===== src/sv/btg_pkg.sv =====
// Shared types and constants of the cubic Bezier trajectory generator.
// Used by every module of the block; depends on nothing.
package btg_pkg;

  localparam int DEF_MAX_STEPS   = 64;
  localparam int DEF_COORD_BITS  = 11;
  localparam int DEF_T_FRAC_BITS = 16;

  localparam int NS_BITS    = 7;
  localparam int FRAC_BITS  = 16;
  localparam int FRAC_SHIFT = 14;
  localparam int IDX_BITS   = 6;

  localparam int CFG_IDX_BITS  = 2;
  localparam int CFG_DATA_BITS = 16;

  localparam logic [CFG_IDX_BITS-1:0] CFG_NUM_STEPS   = 2'd0;
  localparam logic [CFG_IDX_BITS-1:0] CFG_FIRST_FRAC  = 2'd1;
  localparam logic [CFG_IDX_BITS-1:0] CFG_SECOND_FRAC = 2'd2;

  localparam logic [NS_BITS-1:0]          NUM_STEPS_RESET   = 7'd8;
  localparam logic signed [FRAC_BITS-1:0] FIRST_FRAC_RESET  = 16'sd4096;
  localparam logic signed [FRAC_BITS-1:0] SECOND_FRAC_RESET = 16'sd12288;

  typedef struct packed {
    logic valid;
    logic last;
  } ctl_t;

endpackage


===== src/sv/btg_weights.sv =====
// Bernstein weight pipeline: squares, cubes and the factor three, one stage each.
// Carries the point's valid, last flag and index alongside. Depends on btg_pkg.
module btg_weights #(
  parameter int MAX_STEPS   = btg_pkg::DEF_MAX_STEPS,
  parameter int T_FRAC_BITS = btg_pkg::DEF_T_FRAC_BITS
) (
  input  logic                         clk,
  input  logic                         rst,
  input  logic                         advance,
  input  btg_pkg::ctl_t                s0_ctl,
  input  logic [$clog2(MAX_STEPS)-1:0] s0_j,
  input  logic [T_FRAC_BITS:0]         s0_t,
  output btg_pkg::ctl_t                s3_ctl,
  output logic [$clog2(MAX_STEPS)-1:0] s3_j,
  output logic [T_FRAC_BITS+1:0]       w0,
  output logic [T_FRAC_BITS+1:0]       w1,
  output logic [T_FRAC_BITS+1:0]       w2,
  output logic [T_FRAC_BITS+1:0]       w3
);
  import btg_pkg::*;

  localparam int JW = $clog2(MAX_STEPS);
  localparam int TW = T_FRAC_BITS + 1;
  localparam int WW = T_FRAC_BITS + 2;
  localparam logic [TW-1:0] ONE = {1'b1, {T_FRAC_BITS{1'b0}}};

  ctl_t          s1_ctl, s2_ctl;
  logic [JW-1:0] s1_j, s2_j;
  logic [TW-1:0] s1_t, s1_u, uu, ut, tt;
  logic [TW-1:0] b0, c1, c2, b3;
  logic [TW-1:0] u_next;
  logic [2*TW-1:0] p_uu, p_ut, p_tt, p_b0, p_c1, p_c2, p_b3;

  always_comb begin
    u_next = ONE - s0_t;
    p_uu   = u_next * u_next;
    p_ut   = u_next * s0_t;
    p_tt   = s0_t * s0_t;
    p_b0   = uu * s1_u;
    p_c1   = uu * s1_t;
    p_c2   = ut * s1_t;
    p_b3   = tt * s1_t;
  end

  always_ff @(posedge clk) begin
    if (rst) begin
      s1_ctl <= '0;
      s2_ctl <= '0;
      s3_ctl <= '0;
    end else if (advance) begin
      s1_ctl <= s0_ctl;
      s2_ctl <= s1_ctl;
      s3_ctl <= s2_ctl;
    end
  end

  always_ff @(posedge clk) begin
    if (advance) begin
      s1_j <= s0_j;
      s1_t <= s0_t;
      s1_u <= u_next;
      uu   <= p_uu[T_FRAC_BITS +: TW];
      ut   <= p_ut[T_FRAC_BITS +: TW];
      tt   <= p_tt[T_FRAC_BITS +: TW];
      s2_j <= s1_j;
      b0   <= p_b0[T_FRAC_BITS +: TW];
      c1   <= p_c1[T_FRAC_BITS +: TW];
      c2   <= p_c2[T_FRAC_BITS +: TW];
      b3   <= p_b3[T_FRAC_BITS +: TW];
      s3_j <= s2_j;
      w0   <= WW'(b0);
      w1   <= {c1, 1'b0} + WW'(c1);
      w2   <= {c2, 1'b0} + WW'(c2);
      w3   <= WW'(b3);
    end
  end

endmodule


===== config.mk =====
export PLATFORM = sky130hd
export DESIGN_NAME = btg_weights
export DESIGN_NICKNAME = d
export VERILOG_FILES = /design/src/sv/btg_pkg.sv /design/src/sv/btg_weights.sv
export SDC_FILE = /design/constraint.sdc
export NUM_CORES = 2
export LEC_CHECK = 0
export BUFFER_PORTS_ARGS = -buffer_cell sky130_fd_sc_hd__buf_4
export CAP_MARGIN = 20
export CORE_MARGIN = 2
export CORE_UTILIZATION = 50
export DETAILED_ROUTE_END_ITERATION = 6
export PLACE_DENSITY = 0.64
export SETUP_SLACK_MARGIN = 0.3
export SLEW_MARGIN = 5
export SYNTH_ARGS = -nofsm -noshare
export SYNTH_HDL_FRONTEND = slang
export SYNTH_SLANG_ARGS = --single-unit

===== constraint.sdc =====
create_clock -name clk -period 9.29 [get_ports clk]
set_input_delay 0.929 -clock clk [delete_from_list [all_inputs] [get_ports clk]]
set_output_delay 0.929 -clock clk [all_outputs]
set_load 0.01 [all_outputs]

# Word level (Yosys, flattened, before mapping)
# Cells that the tools add are included.
# Widths: inputs -> output; s select.
dict set report word_totals {
  ff_bits 247
  output_inout_bits 80
  elab_cells 32
  input_bits 28
}
dict set report classes {
  addsub 3
  n_mul 7
}
# cell n
set op_table {}
lappend op_table {{$mul 17x17->33} 7}
lappend op_table {{$add 18x17->18} 2}
lappend op_table {{$sub 17x17->17 const A} 1}

# Depth between registers and ports, before layout
dict set report logic_depth {
  depth_word 2
  mapped_depth 33
  mapped_depth_nobuf 31
}

# Least setup slack after synthesis
# Ideal clock, no wire load.
dict set report synth_timing {
  kind {in2reg}
  start {input port s0_t[2]}
  end {register ut[16], data pin}
  t_arrival_ps 7859
  stages 27
  n_path_buf 2
  setup_slack_ps 1171
  setup_time_ps 260
  path_cell_list {clkbuf_1 nor3_1 nor3b_1 nor3b_1 nand2_1 nor3_1 ha_1 clkinv_1 clkbuf_1 nand2_1 fa_1 fa_1 inv_1 fa_1 fa_1 fa_1 fa_1 ha_1 a21oi_1 o21bai_1 a21o_1 a2111oi_2 nor3_2 nor2_4 o311ai_4 a221o_1 xnor2_1}
}
dict set report synth_between {
  elab_chain_cells 2
}
# element line_no
set synth_lines {}
lappend synth_lines {{from (decl)} btg_weights.sv:12} ;# input logic [T_FRAC_BITS:0] s0_t,
lappend synth_lines {{$sub 17x17->17} btg_weights.sv:35} ;# u_next = ONE - s0_t;
lappend synth_lines {{named net u_next[13]} btg_weights.sv:31} ;# logic [TW-1:0] u_next;
lappend synth_lines {{$mul 17x17->33} btg_weights.sv:37} ;# p_ut = u_next * s0_t;
lappend synth_lines {{named net p_ut[32]} btg_weights.sv:32} ;# logic [2*TW-1:0] p_uu, p_ut, p_tt, p_b0, p_c1, p_c2, p_b3;
lappend synth_lines {{to (signal assigned)} btg_weights.sv:63} ;# ut <= p_ut[T_FRAC_BITS +: TW];
lappend synth_lines {{to (decl)} btg_weights.sv:29} ;# logic [TW-1:0] s1_t, s1_u, uu, ut, tt;
# The timed path passes the listed nets, and every way through them passes these cells.
# A chain may end at the register's enable or synchronous reset.

# Worst setup path after layout
dict set report layout_timing {
  start {input port s0_t[0]}
  end {register ut[16], data pin}
}
dict set report layout_between {
  elab_chain_cells 2
}
# element line_no
set layout_lines {}
lappend layout_lines {{$sub 17x17->17} btg_weights.sv:35}
lappend layout_lines {{$mul 17x17->33 *} btg_weights.sv:37}
lappend layout_lines {{named net p_ut[32]} btg_weights.sv:32}
# Mark *: on every way through the listed nets, which the timed path passes. The rest lies on a longest branch.

==> results.cfg <==
[critical_path]
path_max_fanout = 10
path_buf_inv = 7
worstSetupPathType = input port to flip-flop
startpoint_type = input port
cp.required_ps = 9640
critPathMaxStageDelay_ps = 550
crit_start = s0_t[0]
slowest_stage = fa_1
cp_common_cell = fa_1
cp.arrival_ps = 8770
cpLargestDelayFamily = adder cells
r2r_start = s1_t[4]
cp-end-kind = flip-flop

[yosys]
synth.area.top_cells = fa_1, ha_1, edfxtp_1
async_flop_share_pct = 0
ys_seq_area_share_pct = 10.8
syn_area_um2 = 67700
syn_inst = 7108
yosys_register_bits = 246
ys.flop_type = edfxtp_1
synth-edff-count = 240
avgSynthCellArea_um2 = 9.52
yosysTopAreaCellShare_pct = 43.9
yosysTopAreaCell = fa_1
ys_warn_count = 0
synth_cell_types = 84

[place]
place_congestion = 0.916
port_buffers = 105
dp_hpwl_um = 127000
place_inst = 8801
placed_cell_area_um2 = 70500

[clock_tree]
cts_tree = done
cts-root-buf = clkbuf_16
cts_resized = 0
clk_pin_slew_ps = 60
h-tree-depth = 2
hold_buffers = 0
numCtsBuffers = 35
cts_max_path_buffers = 3
clock_latency_ps = 620
cts_sinks = 246
post_cts_buffers = 0

[global_routing]
antenna_found_initial = 3
grt_max_degree = 72
grt_pass1_vias = 51600
grt_pass1_wl_um = 269000
overflow = 0
grt_usage_pct = 24.5

[routing]
routed_wl_um = 161000
vias = 46300
drc = 0
drtIter0Drc = 2747
via_per_inst = 5.23
routedWlPerCell_um = 18.1
drt-pass1-iter-count = 6
ant_nets = 0

[floorplanning]
io_pins = 108
die_w_um = 372
dieArea_um2 = 138000
die_h_um = 372
start_util_pct = 50.5
core-area_um2 = 134000
num_rows = 134

[finish]
layout-drive-gt1-share_pct = 4.41
final_common_cell = inv_1
instances_no_fill = 8863
final_nets = 9350
syn2layout_area_growth_pct = 5.90
fin_area_um2 = 71700
mostFrequentLayoutCells = inv_1, fa_1, nand2_1
antennaDiodeCount = 0

[timing]
setup_tns_ps = 0
maxSlewHeadroom_pct = 22.6
setup_viol = 0
layout_min_cycle_time_ps = 8410
drv_slew = 0
clock_skew_ps = 54.7
finalCritPeriodShare_pct = 90.6
fmax_mhz = 119
hold_violations = 0
tightest_slew_ps = 1160
rsz0062_at_grt = false

[outcome]
status = completed

[min_path]
holdCritPathClass = flip-flop to flip-flop
min_from = b3[4]

[flow_run]
cap_violations = 0
-- layer usage --
metal	vias up	routed length [um]	track usage, %
met5	-	16	0
met4	2	3700	5.70
met3	235	11100	3.27
met2	1505	77500	41.4
met1	23800	68400	33.6
li1	20800	-	-
-- cells in the mapped netlist, types with 8 or more instances --
cell	instances
inv_1	1823
fa_1	1485
nand2_1	1060
ha_1	766
and2_1	450
clkbuf_1	282
edfxtp_1	240
nor2_1	212
xnor2_1	133
a21oi_1	108
a21o_1	66
nor2b_1	66
xor2_1	53
o21ai_0	42
nand3_1	30
nand2b_1	25
nor3_1	23
o21a_1	18
and3_1	17
clkinv_1	15
nand4_1	15
a31oi_1	14
o21bai_1	12
buf_1	11
and4_1	8
mux2i_1	8
nor4_1	8
-- metrics by stage --
| step | hold WS, ps | setup WS (ps) | utilization (%) |
|---|---|---|---|
| after CTS | 412 | 683 | 53.5 |
| after global routing | 419 | 387 | 53.5 |
| after floorplan | 400 | 1170 | - |
| after detailed placement | 405 | 48.5 | 52.6 |
| after global placement | 401 | 245 | 52.6 |
| final | 410 | 875 | 53.5 |
-- sequential cells by signal (all words and copies together), names as in the netlist, 6 cells and up --
| signal | count |
|---|---|
| s1_u | 16 |
| w0 | 17 |
| w1 | 18 |
| uu | 17 |
| c2 | 17 |
| s2_j | 6 |
| tt | 17 |
| w3 | 17 |
| b3 | 17 |
| w2 | 18 |
| s1_j | 6 |
| c1 | 17 |
| b0 | 17 |
| ut | 17 |
| s3_j | 6 |
| s1_t | 17 |
-- kinds of logic after synthesis --
logic type / share of synthesized area, %
AOI/OAI and AO/OA: 3.42
xor gates and xnor gates: 2.41
adders and majority gates: 58.1
buffers and inverters: 11.9
DFF: 10.8
muxes: 0.168
other: 0.00554
and+or+nand+nor: 13.2
-- worst paths after layout --
| path | cells after the start | to | slack [ps] |
|---|---|---|---|
| worst max-delay path | 28 | ut[16] | 880 |
| worst min-delay path | 0 | w3[4] | 410 |
| worst max register to register | 24 | c2[16] | 1420 |
| worst min register to register | 0 | w3[4] | 410 |
-- area by class of cell --
type                    count  area (um^2)
fillers                 12100        62300
multi-input cells        4728        52300
clock buffers              39          933
flip-flops and latches    246         7330
repair buffers            220         1740
well taps                1768         2210
inverters                1840         6920
clock inverters            22          223
Power is not shown: default switching activity piles up to over one toggle a cycle in this logic, so the estimate is an artifact.
