File: config.mk
export PLATFORM = sky130hd
export DESIGN_NAME = btg_ctrl
export DESIGN_NICKNAME = d
export VERILOG_FILES = /design/src/sv/btg_pkg.sv /design/src/sv/btg_ctrl.sv
export SDC_FILE = /design/constraint.sdc
export NUM_CORES = 2
export LEC_CHECK = 0
export ABC_AREA = 1
export BUFFER_PORTS_ARGS = -buffer_cell sky130_fd_sc_hd__buf_2
export CELL_PAD_IN_SITES_DETAIL_PLACEMENT = 1
export CELL_PAD_IN_SITES_GLOBAL_PLACEMENT = 1
export CORE_ASPECT_RATIO = 0.5
export CORE_MARGIN = 1.5
export CORE_UTILIZATION = 35
export CTS_BUF_LIST = sky130_fd_sc_hd__clkbuf_4 sky130_fd_sc_hd__clkbuf_8 sky130_fd_sc_hd__clkbuf_16
export DETAILED_ROUTE_END_ITERATION = 6
export PLACE_DENSITY_LB_ADDON = 0.1
export SKIP_CTS_REPAIR_TIMING = 1
export SKIP_LAST_GASP = 1
export SLEW_MARGIN = 20
export SYNTH_ARGS = -nofsm -noshare
export SYNTH_HDL_FRONTEND = slang
export SYNTH_SLANG_ARGS = --single-unit
File: constraint.sdc
create_clock -name clk -period 10.7 [get_ports clk]
set_input_delay 1.605 -clock clk [delete_from_list [all_inputs] [get_ports clk]]
set_output_delay 1.605 -clock clk [all_outputs]
set_load 0.05 [all_outputs]
File: src/sv/btg_pkg.sv
// Shared types and constants of the cubic Bezier trajectory generator.
// Used by every module of the block; depends on nothing.
package btg_pkg;

  localparam int DEF_MAX_STEPS   = 64;
  localparam int DEF_COORD_BITS  = 11;
  localparam int DEF_T_FRAC_BITS = 16;

  localparam int NS_BITS    = 7;
  localparam int FRAC_BITS  = 16;
  localparam int FRAC_SHIFT = 14;
  localparam int IDX_BITS   = 6;

  localparam int CFG_IDX_BITS  = 2;
  localparam int CFG_DATA_BITS = 16;

  localparam logic [CFG_IDX_BITS-1:0] CFG_NUM_STEPS   = 2'd0;
  localparam logic [CFG_IDX_BITS-1:0] CFG_FIRST_FRAC  = 2'd1;
  localparam logic [CFG_IDX_BITS-1:0] CFG_SECOND_FRAC = 2'd2;

  localparam logic [NS_BITS-1:0]          NUM_STEPS_RESET   = 7'd8;
  localparam logic signed [FRAC_BITS-1:0] FIRST_FRAC_RESET  = 16'sd4096;
  localparam logic signed [FRAC_BITS-1:0] SECOND_FRAC_RESET = 16'sd12288;

  typedef struct packed {
    logic valid;
    logic last;
  } ctl_t;

endpackage

File: src/sv/btg_ctrl.sv
// Control point pipeline: places the two inner control points along the line
// from start to target and aligns all four points with the weights. Depends on btg_pkg.
module btg_ctrl #(
  parameter int COORD_BITS = btg_pkg::DEF_COORD_BITS
) (
  input  logic                                 clk,
  input  logic                                 advance,
  input  logic signed [btg_pkg::FRAC_BITS-1:0] first_frac,
  input  logic signed [btg_pkg::FRAC_BITS-1:0] second_frac,
  input  logic signed [COORD_BITS-1:0]         s0_ax,
  input  logic signed [COORD_BITS-1:0]         s0_ay,
  input  logic signed [COORD_BITS-1:0]         s0_bx,
  input  logic signed [COORD_BITS-1:0]         s0_by,
  output logic signed [COORD_BITS+2:0]         p0x,
  output logic signed [COORD_BITS+2:0]         p1x,
  output logic signed [COORD_BITS+2:0]         p2x,
  output logic signed [COORD_BITS+2:0]         p3x,
  output logic signed [COORD_BITS+2:0]         p0y,
  output logic signed [COORD_BITS+2:0]         p1y,
  output logic signed [COORD_BITS+2:0]         p2y,
  output logic signed [COORD_BITS+2:0]         p3y
);
  import btg_pkg::*;

  localparam int CPB  = COORD_BITS + 3;
  localparam int NUMW = COORD_BITS + 17;
  localparam logic signed [NUMW-1:0] TRUNC_BIAS = NUMW'((1 <<< FRAC_SHIFT) - 1);

  logic signed [COORD_BITS:0]   dx, dy;
  logic signed [NUMW-1:0]       n1x_next, n2x_next, n1y_next, n2y_next;
  logic signed [NUMW-1:0]       n1x, n2x, n1y, n2y;
  logic signed [COORD_BITS-1:0] s1_ax, s1_ay, s1_bx, s1_by;
  logic signed [CPB-1:0]        s2_ax, s2_ay, s2_bx, s2_by;
  logic signed [CPB-1:0]        c1x, c2x, c1y, c2y;

  function automatic logic signed [CPB-1:0] trunc_div(input logic signed [NUMW-1:0] v);
    logic signed [NUMW-1:0] biased;
    biased = v + (v[NUMW-1] ? TRUNC_BIAS : NUMW'(0));
    return CPB'(biased >>> FRAC_SHIFT);
  endfunction

  always_comb begin
    dx       = (COORD_BITS+1)'(s0_bx) - (COORD_BITS+1)'(s0_ax);
    dy       = (COORD_BITS+1)'(s0_by) - (COORD_BITS+1)'(s0_ay);
    n1x_next = (NUMW'(s0_ax) <<< FRAC_SHIFT) + NUMW'(dx) * NUMW'(first_frac);
    n2x_next = (NUMW'(s0_ax) <<< FRAC_SHIFT) + NUMW'(dx) * NUMW'(second_frac);
    n1y_next = (NUMW'(s0_ay) <<< FRAC_SHIFT) + NUMW'(dy) * NUMW'(first_frac);
    n2y_next = (NUMW'(s0_ay) <<< FRAC_SHIFT) + NUMW'(dy) * NUMW'(second_frac);
  end

  always_ff @(posedge clk) begin
    if (advance) begin
      n1x   <= n1x_next;
      n2x   <= n2x_next;
      n1y   <= n1y_next;
      n2y   <= n2y_next;
      s1_ax <= s0_ax;
      s1_ay <= s0_ay;
      s1_bx <= s0_bx;
      s1_by <= s0_by;
      c1x   <= trunc_div(n1x);
      c2x   <= trunc_div(n2x);
      c1y   <= trunc_div(n1y);
      c2y   <= trunc_div(n2y);
      s2_ax <= CPB'(s1_ax);
      s2_ay <= CPB'(s1_ay);
      s2_bx <= CPB'(s1_bx);
      s2_by <= CPB'(s1_by);
      p0x   <= s2_ax;
      p1x   <= c1x;
      p2x   <= c2x;
      p3x   <= s2_bx;
      p0y   <= s2_ay;
      p1y   <= c1y;
      p2y   <= c2y;
      p3y   <= s2_by;
    end
  end

endmodule

Yosys cells after proc, flatten, opt, wreduce, memory -nomap -nowiden
Cells that the tools add are included.
- flip-flop bits (word level): 356
- add/sub/neg operators: 10
- multiply operators: 4
- multiplexer cells: 4
- operators with widths (kind ; number):
    adder 25 x 28 -> 28 bit ; 4
    adder 28 x 15 -> 28 bit ; 4
    multiplier 12 x 16 -> 28 bit ; 4
    two-way mux 14 bit ; 4
    subtractor 11 x 11 -> 12 bit ; 2

Depth between registers and ports, before layout
- word-level depth: 3
- gate-level depth with buffers: 35
- mapped depth without buffers: 34

Worst setup path after synthesis
Ideal clock, no wire load.
- path kind: in2reg
- start: input port s0_by[0]
- end: register n1y[27] (data pin)
- data arrival time: 6727 ps
- required time: 10448 ps
- slack: 3721 ps
- stages: 27
- path buffers: 1
- cells stage by stage: inv_1 ha_1 inv_1 fa_1 or2_2 nand2_1 clkinv_1 buf_2 nand2_1 fa_1 inv_1 fa_1 fa_1 fa_1 inv_1 fa_1 inv_1 ha_1 nand2_1 nor2_1 inv_1 nor3_1 nand2_1 nor2_1 nor2_1 nand2_1 nand2_1
- cells in the longest elaborated chain, start to end: 3
- ends and longest elaborated chain (item ; line ; source):
    from (decl) ; btg_ctrl.sv:13 ; input logic signed [COORD_BITS-1:0] s0_by,
    subtractor 11 x 11 -> 12 bit ; btg_ctrl.sv:44 ; dy = (COORD_BITS+1)'(s0_by) - (COORD_BITS+1)'(s0_ay);
    multiplier 12 x 16 -> 28 bit ; btg_ctrl.sv:47 ; n1y_next = (NUMW'(s0_ay) <<< FRAC_SHIFT) + NUMW'(dy) * NUMW'(first_frac);
    adder 25 x 28 -> 28 bit ; btg_ctrl.sv:47 ;
    net n1y_next[27] ; btg_ctrl.sv:30 ; logic signed [NUMW-1:0] n1x_next, n2x_next, n1y_next, n2y_next;
    to (signal assigned) ; btg_ctrl.sv:55 ; n1y <= n1y_next;
    to (decl) ; btg_ctrl.sv:31 ; logic signed [NUMW-1:0] n1x, n2x, n1y, n2y;
The timed path passes the listed nets, and every way through them passes these cells.
A chain may end at the register's enable or synchronous reset.

Worst setup path in the final report
- start: input port s0_ay[0]
- end: register n1y[27] (data pin)
- cells in the longest elaborated chain, start to end: 3
- ends and longest elaborated chain (item ; line ; source):
    from (decl) ; btg_ctrl.sv:11 ; input logic signed [COORD_BITS-1:0] s0_ay,
    subtractor 11 x 11 -> 12 bit ; btg_ctrl.sv:44 ;
    multiplier 12 x 16 -> 28 bit ; btg_ctrl.sv:47 ;
    adder 25 x 28 -> 28 bit (*) ; btg_ctrl.sv:47 ;
    net n1y_next[27] ; btg_ctrl.sv:30 ;
The timed path passes the listed nets; every way through them passes the cells marked *.

==> flow_summary.toml <==
[critical_path]
crit_type = "in -> reg"
r2r_end = "c1x[2]"
crit_path_max_fanout = 26
cp-start-kind = "input port"
worstPathRequired_ns = 11.05
worstRegToRegCells = 10
crit_end = "n1y[27]"
crit_path_end_kind = "flip-flop"
r2r_slack_ns = 8.04
critPathArrivalTime_ns = 8.46
r2r_start = "n1x[27]"
cp-startpoint = "s0_ay[0]"

[route]
via_count = 36939
route.detailed.drc = 0
post_drt_wl_per_cell_um = 19.72
drtIter0Drc = 1982
drt_wl_total_um = 150800
via_per_inst = 4.831
dr.pass1.iters = 7
detail-route-antenna-nets = 0

[yosys]
mappedNetlistNets = 6827
synth.distinct_cells = 38
synth_cells = 5701
netlist.area_leader.share = 0.3207
syn_area_mm2 = 0.04732
ys_seq_area_frac = 0.2259
synth_most_common_cell = "nand2_1"
synth-edff-count = 356
async_flop_share = 0
synth_area_leaders = "fa_1 32%, edfxtp_1 23%, nand2_1 13%"
yosysTopAreaCell = "fa_1"
synth_flop_cell = "edfxtp_1"
synth_warnings = 0
synth_commonest_cells = "1,593 x nand2_1, 1,365 x inv_1, 758 x fa_1"
syn_area_per_cell_um2 = 8.301
ys_ff_latch = 356

[cts]
clock_latency_ns = 0.63
h-tree-depth = 2
path_clk_slew_ns = 0.07
clock_tree.root_cell = "clkbuf_16"
clk_path_buf_depth = 3
cts_tree = "yes"
clock_sinks = 356
numCtsBuffers = 40

[hold_path]
hp-class = "reg -> reg"
hold_start = "s1_bx[5]"

[floorplan]
io_pins = 190
die_width_um = 523.0
start_util = 0.3526
dieArea_mm2 = 0.1376
rows = 95
die_h_um = 263.0
fp.coreArea_mm2 = 0.1342

[sta]
drv_slew = 0
rsz0062_at_grt = "false"
maxSlewHeadroom = 0.2909
fmax_mhz = 123.4
min_period_ns = 8.105
setup_violations = 0
fin_tns_setup_ns = 0
worstMarginPinSlew_ns = 1.064
finalHoldViolCount = 0
hold_ws_ns = 0.4114
finalCritPeriodShare = 0.7574
fin_skew_ns = 0.02721

[grt]
antenna_found_initial = 17
grt_max_degree = 150
grt_overflow = 0
use_met2 = 0.3493
grt_pass1_wl_um = 236500
grt.total_usage = 0.2238
grt_pass1_vias = 40594
grt_busiest_layer = "met2"
gr-usage-met1 = 0.3356
grt_util_met3 = 0.03077

[status]
status = "complete, no violations"

[layout]
nets = 6945
nFillCells = 16160
drive_gt1_frac = 0.05385
multi_input_area_mm2 = 0.03074
regArea_mm2 = 0.01069
area_growth_pct = 8.506

[placement]
post-dp-hpwl_um = 125900
gp_congestion = 0.8867
io_buffers = 189

[run]
drv_cap = 0
metal layers:
metal / wire, um / part of all wire
met5: 56 / 0.00037
met4: 1999 / 0.013
met3: 6605 / 0.044
met2: 66370 / 0.44
met1: 75770 / 0.50
registers in the layout, summed over array words and instances, names as in the netlist:
signal	flops
s1_by	11
n2x	28
p0x	11
c2x	14
p1x	14
s2_by	11
p0y	11
s2_ay	11
p2y	14
c1y	14
s1_ax	11
p3x	11
s2_ax	11
p1y	14
n1x	28
c2y	14
s1_bx	11
p3y	11
p2x	14
n2y	28
s1_ay	11
s2_bx	11
n1y	28
c1x	14
cells in the final DEF (no fill, tap or decap), types with 4 or more instances in the layout:
cell	count
clkbuf_4	7
clkbuf_16	42
and2_1	14
a31oi_1	4
inv_2	11
clkinv_1	13
clkinv_2	4
nor3_1	45
edfxtp_1	356
nand2_4	5
inv_1	1365
ha_1	290
nor2_1	491
o21ai_0	49
buf_4	13
buf_2	188
clkinvlp_4	4
or2_1	7
nand2_2	12
nand2_1	1593
nand3b_1	20
nand3_1	237
a21oi_1	124
xor2_1	54
fa_1	758
bufinv_16	5
xnor2_1	19
or2_2	5
nand4_1	64
o21bai_1	26
metrics by stage:
step | area, um^2 | std cells | utilization | setup slack, ns
floorplan | 47320 | 5701 | - | 3.721
global placement | 49960 | 7571 | 0.3723 | 2.117
detailed placement | 49960 | 7571 | 0.3723 | 2.018
CTS | 51340 | 7644 | 0.3826 | 2.682
global route | 51340 | 7645 | 0.3826 | 2.215
finish | 51350 | 7647 | 0.3826 | 2.595
area by class of cell:
cell class              count  area share
flip-flops and latches    356      0.2082
repair buffers            203     0.02091
diodes                      3   0.0001462
clock buffers              49     0.02149
multi-input cells        3832      0.5986
clock inverters            24    0.005385
inverters                1386      0.1015
well taps                1794     0.04372
critical path, cell delays in order:
cell and delay (ns):
buf_2 0.26, ha_1 0.21, inv_1 0.09, fa_1 0.48
nand2_1 0.14, nand2_1 0.06, nand2_1 0.06, nand2_2 0.31
inv_2 0.64, nand2_1 0.17, fa_1 0.56, inv_1 0.06
fa_1 0.57, fa_1 0.43, fa_1 0.49, inv_1 0.05
fa_1 0.60, inv_1 0.07, ha_1 0.39, nand2_1 0.13
nor2_1 0.17, inv_1 0.07, nor3_1 0.43, nand2_1 0.10
nor2_1 0.11, nor2_1 0.05, nand2_1 0.06, nand2_1 0.08
cells by family after synthesis:
family,Yosys count,synth area share
buffers and inverters,1513,0.1245
AOI/OAI and AO/OA,212,0.02438
and+or+nand+nor,2499,0.2143
DFF,356,0.2259
xor gates and xnor gates,73,0.01351
adders and majority gates,1048,0.3973
worst min path at each step:
stage,end,slack (ns),depth (start not counted)
2_1_floorplan,p0x[0],0.40,0
3_3_place_gp,p0x[5],0.40,0
3_5_place_dp,s2_ax[2],0.41,0
4_1_cts,s2_bx[5],0.41,0
5_1_grt,s2_by[5],0.42,0
6_report,s2_bx[5],0.41,0
Power is not shown: default switching activity piles up to over one toggle a cycle in this logic, so the estimate is an artifact.
