## src/sv/btg_pkg.sv

```systemverilog
// Shared types and constants of the cubic Bezier trajectory generator.
// Used by every module of the block; depends on nothing.
package btg_pkg;

  localparam int DEF_MAX_STEPS   = 64;
  localparam int DEF_COORD_BITS  = 11;
  localparam int DEF_T_FRAC_BITS = 16;

  localparam int NS_BITS    = 7;
  localparam int FRAC_BITS  = 16;
  localparam int FRAC_SHIFT = 14;
  localparam int IDX_BITS   = 6;

  localparam int CFG_IDX_BITS  = 2;
  localparam int CFG_DATA_BITS = 16;

  localparam logic [CFG_IDX_BITS-1:0] CFG_NUM_STEPS   = 2'd0;
  localparam logic [CFG_IDX_BITS-1:0] CFG_FIRST_FRAC  = 2'd1;
  localparam logic [CFG_IDX_BITS-1:0] CFG_SECOND_FRAC = 2'd2;

  localparam logic [NS_BITS-1:0]          NUM_STEPS_RESET   = 7'd8;
  localparam logic signed [FRAC_BITS-1:0] FIRST_FRAC_RESET  = 16'sd4096;
  localparam logic signed [FRAC_BITS-1:0] SECOND_FRAC_RESET = 16'sd12288;

  typedef struct packed {
    logic valid;
    logic last;
  } ctl_t;

endpackage

```

## src/sv/btg_sequencer.sv

```systemverilog
// Point sequencer: latches a vertex pair and issues one curve parameter per cycle
// while advance is high. The parameter step comes from a constant reciprocal table. Depends on btg_pkg.
module btg_sequencer #(
  parameter int MAX_STEPS   = btg_pkg::DEF_MAX_STEPS,
  parameter int COORD_BITS  = btg_pkg::DEF_COORD_BITS,
  parameter int T_FRAC_BITS = btg_pkg::DEF_T_FRAC_BITS
) (
  input  logic                            clk,
  input  logic                            rst,
  input  logic                            advance,
  input  logic [btg_pkg::NS_BITS-1:0]     num_steps,
  input  logic                            in_valid,
  output logic                            in_stall,
  input  logic signed [COORD_BITS-1:0]    start_x,
  input  logic signed [COORD_BITS-1:0]    start_y,
  input  logic signed [COORD_BITS-1:0]    target_x,
  input  logic signed [COORD_BITS-1:0]    target_y,
  output btg_pkg::ctl_t                   s0_ctl,
  output logic [$clog2(MAX_STEPS)-1:0]    s0_j,
  output logic [T_FRAC_BITS:0]            s0_t,
  output logic signed [COORD_BITS-1:0]    s0_ax,
  output logic signed [COORD_BITS-1:0]    s0_ay,
  output logic signed [COORD_BITS-1:0]    s0_bx,
  output logic signed [COORD_BITS-1:0]    s0_by
);
  import btg_pkg::*;

  localparam int JW = $clog2(MAX_STEPS);
  localparam int DW = JW + 1;
  localparam int TW = T_FRAC_BITS + 1;
  localparam longint STEP_NUM = longint'(1) << (T_FRAC_BITS + 1);

  logic [TW-1:0] q_tab [MAX_STEPS];
  logic [DW-1:0] r_tab [MAX_STEPS];

  for (genvar g = 0; g < MAX_STEPS; g++) begin : g_tab
    if (g == 0) begin : g_unused
      assign q_tab[g] = '0;
      assign r_tab[g] = '0;
    end else begin : g_entry
      localparam longint Q = STEP_NUM / (2 * g);
      localparam longint R = STEP_NUM % (2 * g);
      assign q_tab[g] = TW'(Q);
      assign r_tab[g] = DW'(R);
    end
  end

  logic          active;
  logic [JW-1:0] j;
  logic [JW-1:0] last_j;
  logic [TW-1:0] t_q;
  logic [DW-1:0] t_r;
  logic [TW-1:0] q0;
  logic [DW-1:0] r0;
  logic [DW-1:0] den;
  logic [TW-1:0] t_q_next;
  logic [DW-1:0] t_r_next;
  logic [DW:0]   r_sum;
  logic [JW-1:0] m_sel;
  logic          at_last;
  logic          accept;

  always_comb begin
    if (int'(num_steps) < 2) begin
      m_sel = JW'(1);
    end else if (int'(num_steps) > MAX_STEPS) begin
      m_sel = JW'(MAX_STEPS - 1);
    end else begin
      m_sel = JW'(int'(num_steps) - 1);
    end
  end

  always_comb begin
    r_sum = {1'b0, t_r} + {1'b0, r0};
    if (r_sum >= {1'b0, den}) begin
      t_r_next = DW'(r_sum - {1'b0, den});
      t_q_next = t_q + q0 + TW'(1);
    end else begin
      t_r_next = r_sum[DW-1:0];
      t_q_next = t_q + q0;
    end
  end

  assign at_last  = (j == last_j);
  assign in_stall = active && !(advance && at_last);
  assign accept   = in_valid && !in_stall;

  always_ff @(posedge clk) begin
    if (rst) begin
      active <= 1'b0;
    end else if (accept) begin
      active <= 1'b1;
      j      <= '0;
      last_j <= m_sel;
      t_q    <= '0;
      t_r    <= {1'b0, m_sel};
      q0     <= q_tab[m_sel];
      r0     <= r_tab[m_sel];
      den    <= {m_sel, 1'b0};
      s0_ax  <= start_x;
      s0_ay  <= start_y;
      s0_bx  <= target_x;
      s0_by  <= target_y;
    end else if (advance && active) begin
      if (at_last) begin
        active <= 1'b0;
      end else begin
        j   <= j + JW'(1);
        t_q <= t_q_next;
        t_r <= t_r_next;
      end
    end
  end

  assign s0_ctl.valid = active;
  assign s0_ctl.last  = at_last;
  assign s0_j         = j;
  assign s0_t         = t_q;

endmodule

```

## config.mk

```make
export PLATFORM = sky130hd
export DESIGN_NAME = btg_sequencer
export DESIGN_NICKNAME = d
export VERILOG_FILES = /design/src/sv/btg_pkg.sv /design/src/sv/btg_sequencer.sv
export SDC_FILE = /design/constraint.sdc
export NUM_CORES = 1
export LEC_CHECK = 0
export BUFFER_PORTS_ARGS = -buffer_cell sky130_fd_sc_hd__buf_2
export CAP_MARGIN = 40
export CORE_MARGIN = 2
export CORE_UTILIZATION = 50
export CTS_BUF_LIST = sky130_fd_sc_hd__clkbuf_8
export CTS_CLUSTER_DIAMETER = 80
export CTS_CLUSTER_SIZE = 25
export DETAILED_ROUTE_END_ITERATION = 10
export GPL_TIMING_DRIVEN = 0
export MAX_ROUTING_LAYER = met4
export PLACE_DENSITY = 0.73
export SLEW_MARGIN = 30
export SYNTH_ARGS = -nofsm -noshare
export SYNTH_HDL_FRONTEND = slang
export SYNTH_SLANG_ARGS = --single-unit
```

## constraint.sdc

```tcl
create_clock -name clk -period 5 [get_ports clk]
set_input_delay 0.75 -clock clk [delete_from_list [all_inputs] [get_ports clk]]
set_output_delay 0.75 -clock clk [all_outputs]
set_load 0.1 [all_outputs]
```

## Word level (Yosys, flattened, before mapping)

Memories as Yosys holds them, arrays and structs flattened. A register that Yosys moved wholly into a read port is not among the register bits.
Index checks and enable logic that the tools add are counted.

- Add/subtract/negate cells: 6
- Order comparisons: 3
- Equality and inequality tests: 2
- Mux-type cells: 14
- Bitwise logic cells: 2
- Reduce and logical (&&, ||, !) cells: 11

Operators with widths:

| operator | count |
|---|---|
| 17-bit two-way mux | 3 |
| 6-bit two-way mux | 5 |
| 7-bit two-way mux | 3 |
| 17-bit by 1-bit adder with 17-bit output (second input constant) | 1 |
| 17-bit adder | 1 |
| 7-bit by 7-bit adder with 8-bit output | 1 |
| 8-bit by 7-bit >= comparator with 1-bit output | 1 |
| 7-bit > comparator (second input constant) | 1 |
| 7-bit by 2-bit less-than comparator with 1-bit output (second input constant) | 1 |
| 6-bit inverter with 7-bit output | 1 |
| 7-bit subtractor | 1 |
| 6-bit by 1-bit adder with 6-bit output (second input constant) | 1 |
| 6-bit == test | 1 |
| 6-bit by 1-bit subtractor with 6-bit output (second input constant) | 1 |
| 1-bit logical AND | 4 |
| 2-bit AND reduction | 2 |
| 2-bit nonzero test | 2 |
| 1-bit two-way mux | 3 |
| 3-bit AND reduction | 1 |
| 1-bit logical NOT | 2 |
| 2-bit by 1-bit != test with 1-bit output (second input constant) | 1 |
| 1-bit inverter | 1 |

- Register bits after elaboration: 81
- ROM bits: 1536
- Input port bits: 55
- Memories kept: 2

Memories:

| memory | depth | width | read ports | clocked after Yosys merged registers in | write ports | line | text |
|---|---|---|---|---|---|---|---|
| (no name shown) | 64 | 17 | 1 | 1 | 0 | btg_sequencer.sv:97 | `q0 <= q_tab[m_sel];` |
| (no name shown) | 64 | 7 | 1 | 1 | 0 | btg_sequencer.sv:98 | `r0 <= r_tab[m_sel];` |

## Longest topological paths before layout

- Word-level depth: 8
- Depth in mapped cells: 16
- Depth with buffers taken out: 15

## Worst setup path after synthesis

Ideal clock, no wire load.

- Path kind: register to register
- From: reg j[2], in the netlist s0_j[2]
- To: reg den[1] (enable)
- Arrival time: 6432 ps
- Data required time: 4486 ps
- Path slack: -1946 ps
- Stages on the path, launching flop included: 8
- Path buffers: 1
- Period minus slack after synthesis: 6946 ps
- Cell sequence: edfxtp_1 xnor2_1 nand4_1 nor3_1 a21boi_0 nor2b_1 clkbuf_1 nor2b_1

- Longest elaborated chain between the ends: 7

RTL lines:

| element | line | text |
|---|---|---|
| start: declaration | btg_sequencer.sv:49 | `logic [JW-1:0] j;` |
| start signal: assignment | btg_sequencer.sv:108 | `j <= j + JW'(1);` |
| 6-bit == test | btg_sequencer.sv:84 | `assign at_last = (j == last_j);` |
| named net at_last | btg_sequencer.sv:60 | `logic at_last;` |
| 1-bit logical AND | btg_sequencer.sv:85 | `assign in_stall = active && !(advance && at_last);` |
| 1-bit logical NOT | btg_sequencer.sv:85 |  |
| 1-bit logical AND | btg_sequencer.sv:85 |  |
| named net in_stall | btg_sequencer.sv:13 | `output logic in_stall,` |
| 1-bit logical NOT | btg_sequencer.sv:86 | `assign accept = in_valid && !in_stall;` |
| 1-bit logical AND | btg_sequencer.sv:86 |  |
| 2-bit AND reduction (no line) | n/a |  |
| end signal: assignment | btg_sequencer.sv:99 | `den <= {m_sel, 1'b0};` |
| end: declaration | btg_sequencer.sv:55 | `logic [DW-1:0] den;` |

The timed path passes the listed nets, and every way through them passes these cells.
A chain may end at the register's enable or synchronous reset.

## Worst setup path in the final report

- From: in num_steps[0] (netlist name)
- To: reg r0[3] (data pin)

- Longest elaborated chain between the ends: 4

RTL lines:

| element | line | text |
|---|---|---|
| start: declaration | btg_sequencer.sv:11 | `input logic [btg_pkg::NS_BITS-1:0] num_steps,` |
| 6-bit by 1-bit subtractor with 6-bit output or 7-bit > comparator (tied branches) | btg_sequencer.sv:69, btg_sequencer.sv:66 |  |
| 6-bit two-way mux | btg_sequencer.sv:66 | `end else if (int'(num_steps) > MAX_STEPS) begin` |
| 6-bit two-way mux (*) | btg_sequencer.sv:64 | `if (int'(num_steps) < 2) begin` |
| named net m_sel[1] | btg_sequencer.sv:59 | `logic [JW-1:0] m_sel;` |
| 6-bit inverter with 7-bit output (implied by the code) (*) | btg_sequencer.sv:98 |  |
| end: declaration | btg_sequencer.sv:54 | `logic [DW-1:0] r0;` |

Mark *: on every way through the listed nets, which the timed path passes. The rest lies on a longest branch.

==> impl_metrics.prom <==
# TYPE chip_impl_metric gauge
chip_impl_info{name="run_status",value="finished, final reports clean"} 1
chip_impl_metric{name="cts_setup_buffers",unit=""} 0
chip_impl_metric{name="final.min_clock_period",unit="ns"} 4.35
chip_impl_metric{name="timing.hold.worst_path_depth",unit=""} 1
chip_impl_info{name="worst_path_max_delay_cell",value="sky130_fd_sc_hd__o21ai_2"} 1
chip_impl_metric{name="total_wirelength",unit="microns"} 19300
chip_impl_metric{name="ctsHoldBuffers",unit=""} 0
chip_impl_info{name="mostFrequentLayoutCell",value="sky130_fd_sc_hd__buf_2"} 1
chip_impl_metric{name="worstSkewPairLatency",unit="ns"} 0.38
chip_impl_metric{name="timing.final.max_slew_violations",unit=""} 0
chip_impl_info{name="timing.setup.critical_path_class",value="in -> reg"} 1
chip_impl_metric{name="synthCells",unit=""} 718
chip_impl_metric{name="netSwitchingPower",unit="mW"} 1.21
chip_impl_metric{name="sw_frac_of_total",unit=""} 0.423
chip_impl_metric{name="synth_area_in_compound_gates",unit=""} 0.200
chip_impl_metric{name="synth.net_count",unit=""} 820
chip_impl_metric{name="globalRouteTotalUtil",unit=""} 0.266
chip_impl_metric{name="setup_tns",unit="ns"} 0
chip_impl_metric{name="clock_sink_count",unit=""} 104
chip_impl_metric{name="critPathMaxStageDelay",unit="ns"} 0.60
chip_impl_metric{name="r2r_cells",unit=""} 15
chip_impl_metric{name="ys_seq_area_frac",unit=""} 0.443
chip_impl_metric{name="synth_xor_xnor_area_share",unit=""} 0.0598
chip_impl_metric{name="remaining_drc_errors",unit=""} 0
chip_impl_metric{name="post_drt_via_cell_ratio",unit=""} 6.03
chip_impl_metric{name="clock_power_share",unit=""} 0.178
chip_impl_metric{name="final_min_period_over_clock_period",unit=""} 0.870
chip_impl_metric{name="synthesis.area",unit="sq um"} 7030
chip_impl_metric{name="via_count",unit=""} 6303
chip_impl_metric{name="final.setup_skew",unit="ns"} 0.0138
chip_impl_metric{name="post_cts.resized_instances",unit=""} 0
chip_impl_metric{name="worstMarginPinSlew",unit="ns"} 0.713
chip_impl_metric{name="routedWlPerCell",unit="microns"} 18.5
chip_impl_info{name="worst_hold_path_type",value="in -> reg"} 1
chip_impl_metric{name="clock_tree.htree_level_count",unit=""} 3
chip_impl_metric{name="io-pin-count",unit=""} 125
chip_impl_metric{name="cts_buffer_depth",unit=""} 2
chip_impl_metric{name="finish.cell_count_without_fillers",unit=""} 1045
chip_impl_metric{name="place_worst_setup_slack",unit="ns"} 0.369
chip_impl_metric{name="ys_types",unit=""} 80
chip_impl_metric{name="fmaxAchievable",unit="MHz"} 230
chip_impl_metric{name="insertedDiodeCount",unit=""} 0
chip_impl_metric{name="synth_enable_flop_cells",unit=""} 103
chip_impl_metric{name="core_area",unit="sq um"} 13800
chip_impl_metric{name="slew_headroom",unit=""} 0.525
chip_impl_metric{name="power.density",unit="nW/um^2"} 349
chip_impl_metric{name="grt_pass1_wl",unit="microns"} 30000
chip_impl_info{name="tritoncts_clock_tree",value="built"} 1
chip_impl_metric{name="worst_ep_arrival_time",unit="ns"} 4.46
chip_impl_metric{name="fill_cells",unit=""} 1198
chip_impl_metric{name="design.die.area",unit="sq um"} 15000
chip_impl_metric{name="grt_pass1_vias",unit=""} 5820
chip_impl_metric{name="grt_max_degree",unit=""} 24
chip_impl_metric{name="flow.area_growth_from_synthesis",unit="%"} 16.5
chip_impl_info{name="worst_path_cell_chain",value="buf_2, inv_1, ha_1, clkbuf_1, nand2_1, o21ai_2, inv_1, ha_1, clkbuf_1, nand2_1, and2_1, nor2_1, or3_1, o311ai_0, nand3_1"} 1
chip_impl_info{name="ctsRootBufferMaster",value="sky130_fd_sc_hd__clkbuf_8"} 1
chip_impl_metric{name="final_layout_size_suffix_gt1_frac",unit=""} 0.215
chip_impl_metric{name="timing.final.setup_violations",unit=""} 0
chip_impl_metric{name="dp.cells",unit=""} 1028
chip_impl_metric{name="globalRoute.totalOverflow",unit=""} 0
chip_impl_info{name="rsz_0062_raised_after_global_routing",value="no"} 1
chip_impl_metric{name="irDropWorstVdd",unit="mV"} 0.178
chip_impl_metric{name="regToRegSetupSlack",unit="ns"} 1.15
chip_impl_metric{name="finalWeightedCongestion",unit=""} 1.02
chip_impl_info{name="critical_path.startpoint_type",value="primary input"} 1
chip_impl_metric{name="ys_seq_elements",unit=""} 104
chip_impl_metric{name="synth-async-reset-ratio",unit=""} 0
chip_impl_info{name="most-common-layout-cells",value="sky130_fd_sc_hd__buf_2 (136), sky130_fd_sc_hd__edfxtp_1 (103), sky130_fd_sc_hd__a21oi_1 (64), sky130_fd_sc_hd__nor2_1 (64), sky130_fd_sc_hd__nand2_1 (60)"} 1
chip_impl_metric{name="die_h",unit="microns"} 123
chip_impl_metric{name="detail_route.iter0.violations",unit=""} 604
chip_impl_metric{name="floorplan.die.width",unit="microns"} 123
chip_impl_metric{name="setup_slack",unit="ns"} 0.650
chip_impl_metric{name="finish.net_count",unit=""} 962
chip_impl_metric{name="syn_avg_cell_area",unit="sq um"} 9.80
chip_impl_metric{name="critPathRequiredTime",unit="ns"} 5.11
chip_impl_info{name="postSynth.topFlopCell",value="sky130_fd_sc_hd__edfxtp_1"} 1
chip_impl_metric{name="cts.clk_slew.worst_paths",unit="ns"} 0.11
chip_impl_metric{name="clock_buffers_created_by_tritoncts",unit=""} 9
chip_impl_metric{name="antenna_found_initial",unit=""} 0
chip_impl_metric{name="cellLeakagePower",unit="nW"} 3.23
chip_impl_metric{name="io_buffer_count",unit=""} 123
chip_impl_metric{name="drv.max_cap_violation_count",unit=""} 0
chip_impl_metric{name="seq_power_share",unit=""} 0.379
chip_impl_info{name="combinational_family_with_the_most_area_after_synthesis",value="compound AO/OA/AOI/OAI gates"} 1
chip_impl_metric{name="yosys-mux-area-fraction",unit=""} 0.00729
chip_impl_metric{name="synth-simple-area-share",unit=""} 0.161
chip_impl_metric{name="route.antenna.remaining_nets",unit=""} 0
chip_impl_metric{name="synthesis.yosys.warnings",unit=""} 0
chip_impl_metric{name="power.share.combinational",unit=""} 0.442
chip_impl_metric{name="hold_viol",unit=""} 0
chip_impl_metric{name="start_util",unit=""} 0.509
chip_impl_metric{name="power_report.internal_total",unit="mW"} 1.65
chip_impl_metric{name="crit_fanout",unit=""} 11
chip_impl_metric{name="rows",unit=""} 43
chip_impl_metric{name="dp_hpwl",unit="microns"} 14600
chip_impl_metric{name="synth_adder_area_share",unit=""} 0.0868
chip_impl_metric{name="detailed_router_iteration_count_before_antenna_repair",unit=""} 5
chip_impl_info{name="critPathCaptureType",value="flip-flop"} 1
[cell type report]
type,instances,area (sq um),share of cell area
buffer,42,199,0.0243
clock buffer,9,124,0.0151
clock inverter,7,60.1,0.00733
tap,180,225,0.0275
sequential,104,3110,0.380
multi-input combinational,544,3630,0.443
inverter,28,105,0.0128
timing repair buffer,131,737,0.0900
[final timing paths]
path / from / end
worst max-delay path: num_steps[0] / r0[3]
worst min-delay path: start_x[9] / s0_ax[9]
worst max register to register: r0[1] / s0_t[16]
worst min register to register: active / active
[registers in the layout, indices dropped and copies added (netlist names)]
signal,cells
t_r,7
s0_by,11
s0_ay,11
s0_t,17
r0,6
s0_bx,11
active,1
s0_ax,11
q0,17
s0_j,6
den,6
[critical path: cells and delay by family]
kind,cells,cell delay [ns]
adders and majority gates,2,0.59
buffers and inverters,5,1.30
AOI/OAI and AO/OA,2,0.75
and+or+nand+nor,6,1.05
[Yosys cell counts, types with 11 or more instances]
master	instances	area, sq um
sky130_fd_sc_hd__nand3_1	27	135
sky130_fd_sc_hd__xor2_1	20	175
sky130_fd_sc_hd__xnor2_1	28	245
sky130_fd_sc_hd__ha_1	44	551
sky130_fd_sc_hd__a21o_1	13	97.6
sky130_fd_sc_hd__nor3_1	24	120
sky130_fd_sc_hd__a211oi_1	11	82.6
sky130_fd_sc_hd__o21ai_0	40	200
sky130_fd_sc_hd__edfxtp_1	103	3090
sky130_fd_sc_hd__nand2_1	60	225
sky130_fd_sc_hd__nor2_1	64	240
sky130_fd_sc_hd__a21oi_1	64	320
sky130_fd_sc_hd__clkbuf_1	23	86.3
sky130_fd_sc_hd__inv_1	25	93.8
sky130_fd_sc_hd__buf_2	12	60.1
[logic make-up (layout without fill, tap and decap cells)]
logic type,after synthesis,count (layout)
and+or+nand+nor,233,233
DFF,104,104
buffers and inverters,70,217
AOI/OAI and AO/OA,211,211
muxes,5,5
adders and majority gates,47,47
xor gates and xnor gates,48,48
[power groups by stage]
stage | logic, mW | registers (mW) | clock network, mW
2_1_floorplan | 0.717 | 1.36 | 0
3_3_place_gp | 1.22 | 1.11 | 0
3_5_place_dp | 1.24 | 1.11 | 0
4_1_cts | 1.25 | 1.09 | 0.523
5_1_grt | 1.37 | 1.09 | 0.558
6_report | 1.26 | 1.09 | 0.510
[stage by stage]
step / area (sq um) / hold WS (ns) / total power, mW / utilization
2_1_floorplan: 7040 / 0.709 / 2.07 / -
3_3_place_gp: 7880 / 0.642 / 2.32 / 0.570
3_5_place_dp: 8000 / 0.642 / 2.34 / 0.579
4_1_cts: 8190 / 0.513 / 2.85 / 0.592
5_1_grt: 8190 / 0.505 / 3.02 / 0.593
6_report: 8190 / 0.537 / 2.86 / 0.593
[per-layer routing]
metal | vias up | share of wire | track usage
li1 | 2970 | - | -
met4 | 0 | 0.030 | 0.101
met2 | 349 | 0.46 | 0.401
met5 | - | 0 | -
met3 | 62 | 0.079 | 0.0414
met1 | 2922 | 0.43 | 0.364
(Power assumes the default switching activity.)
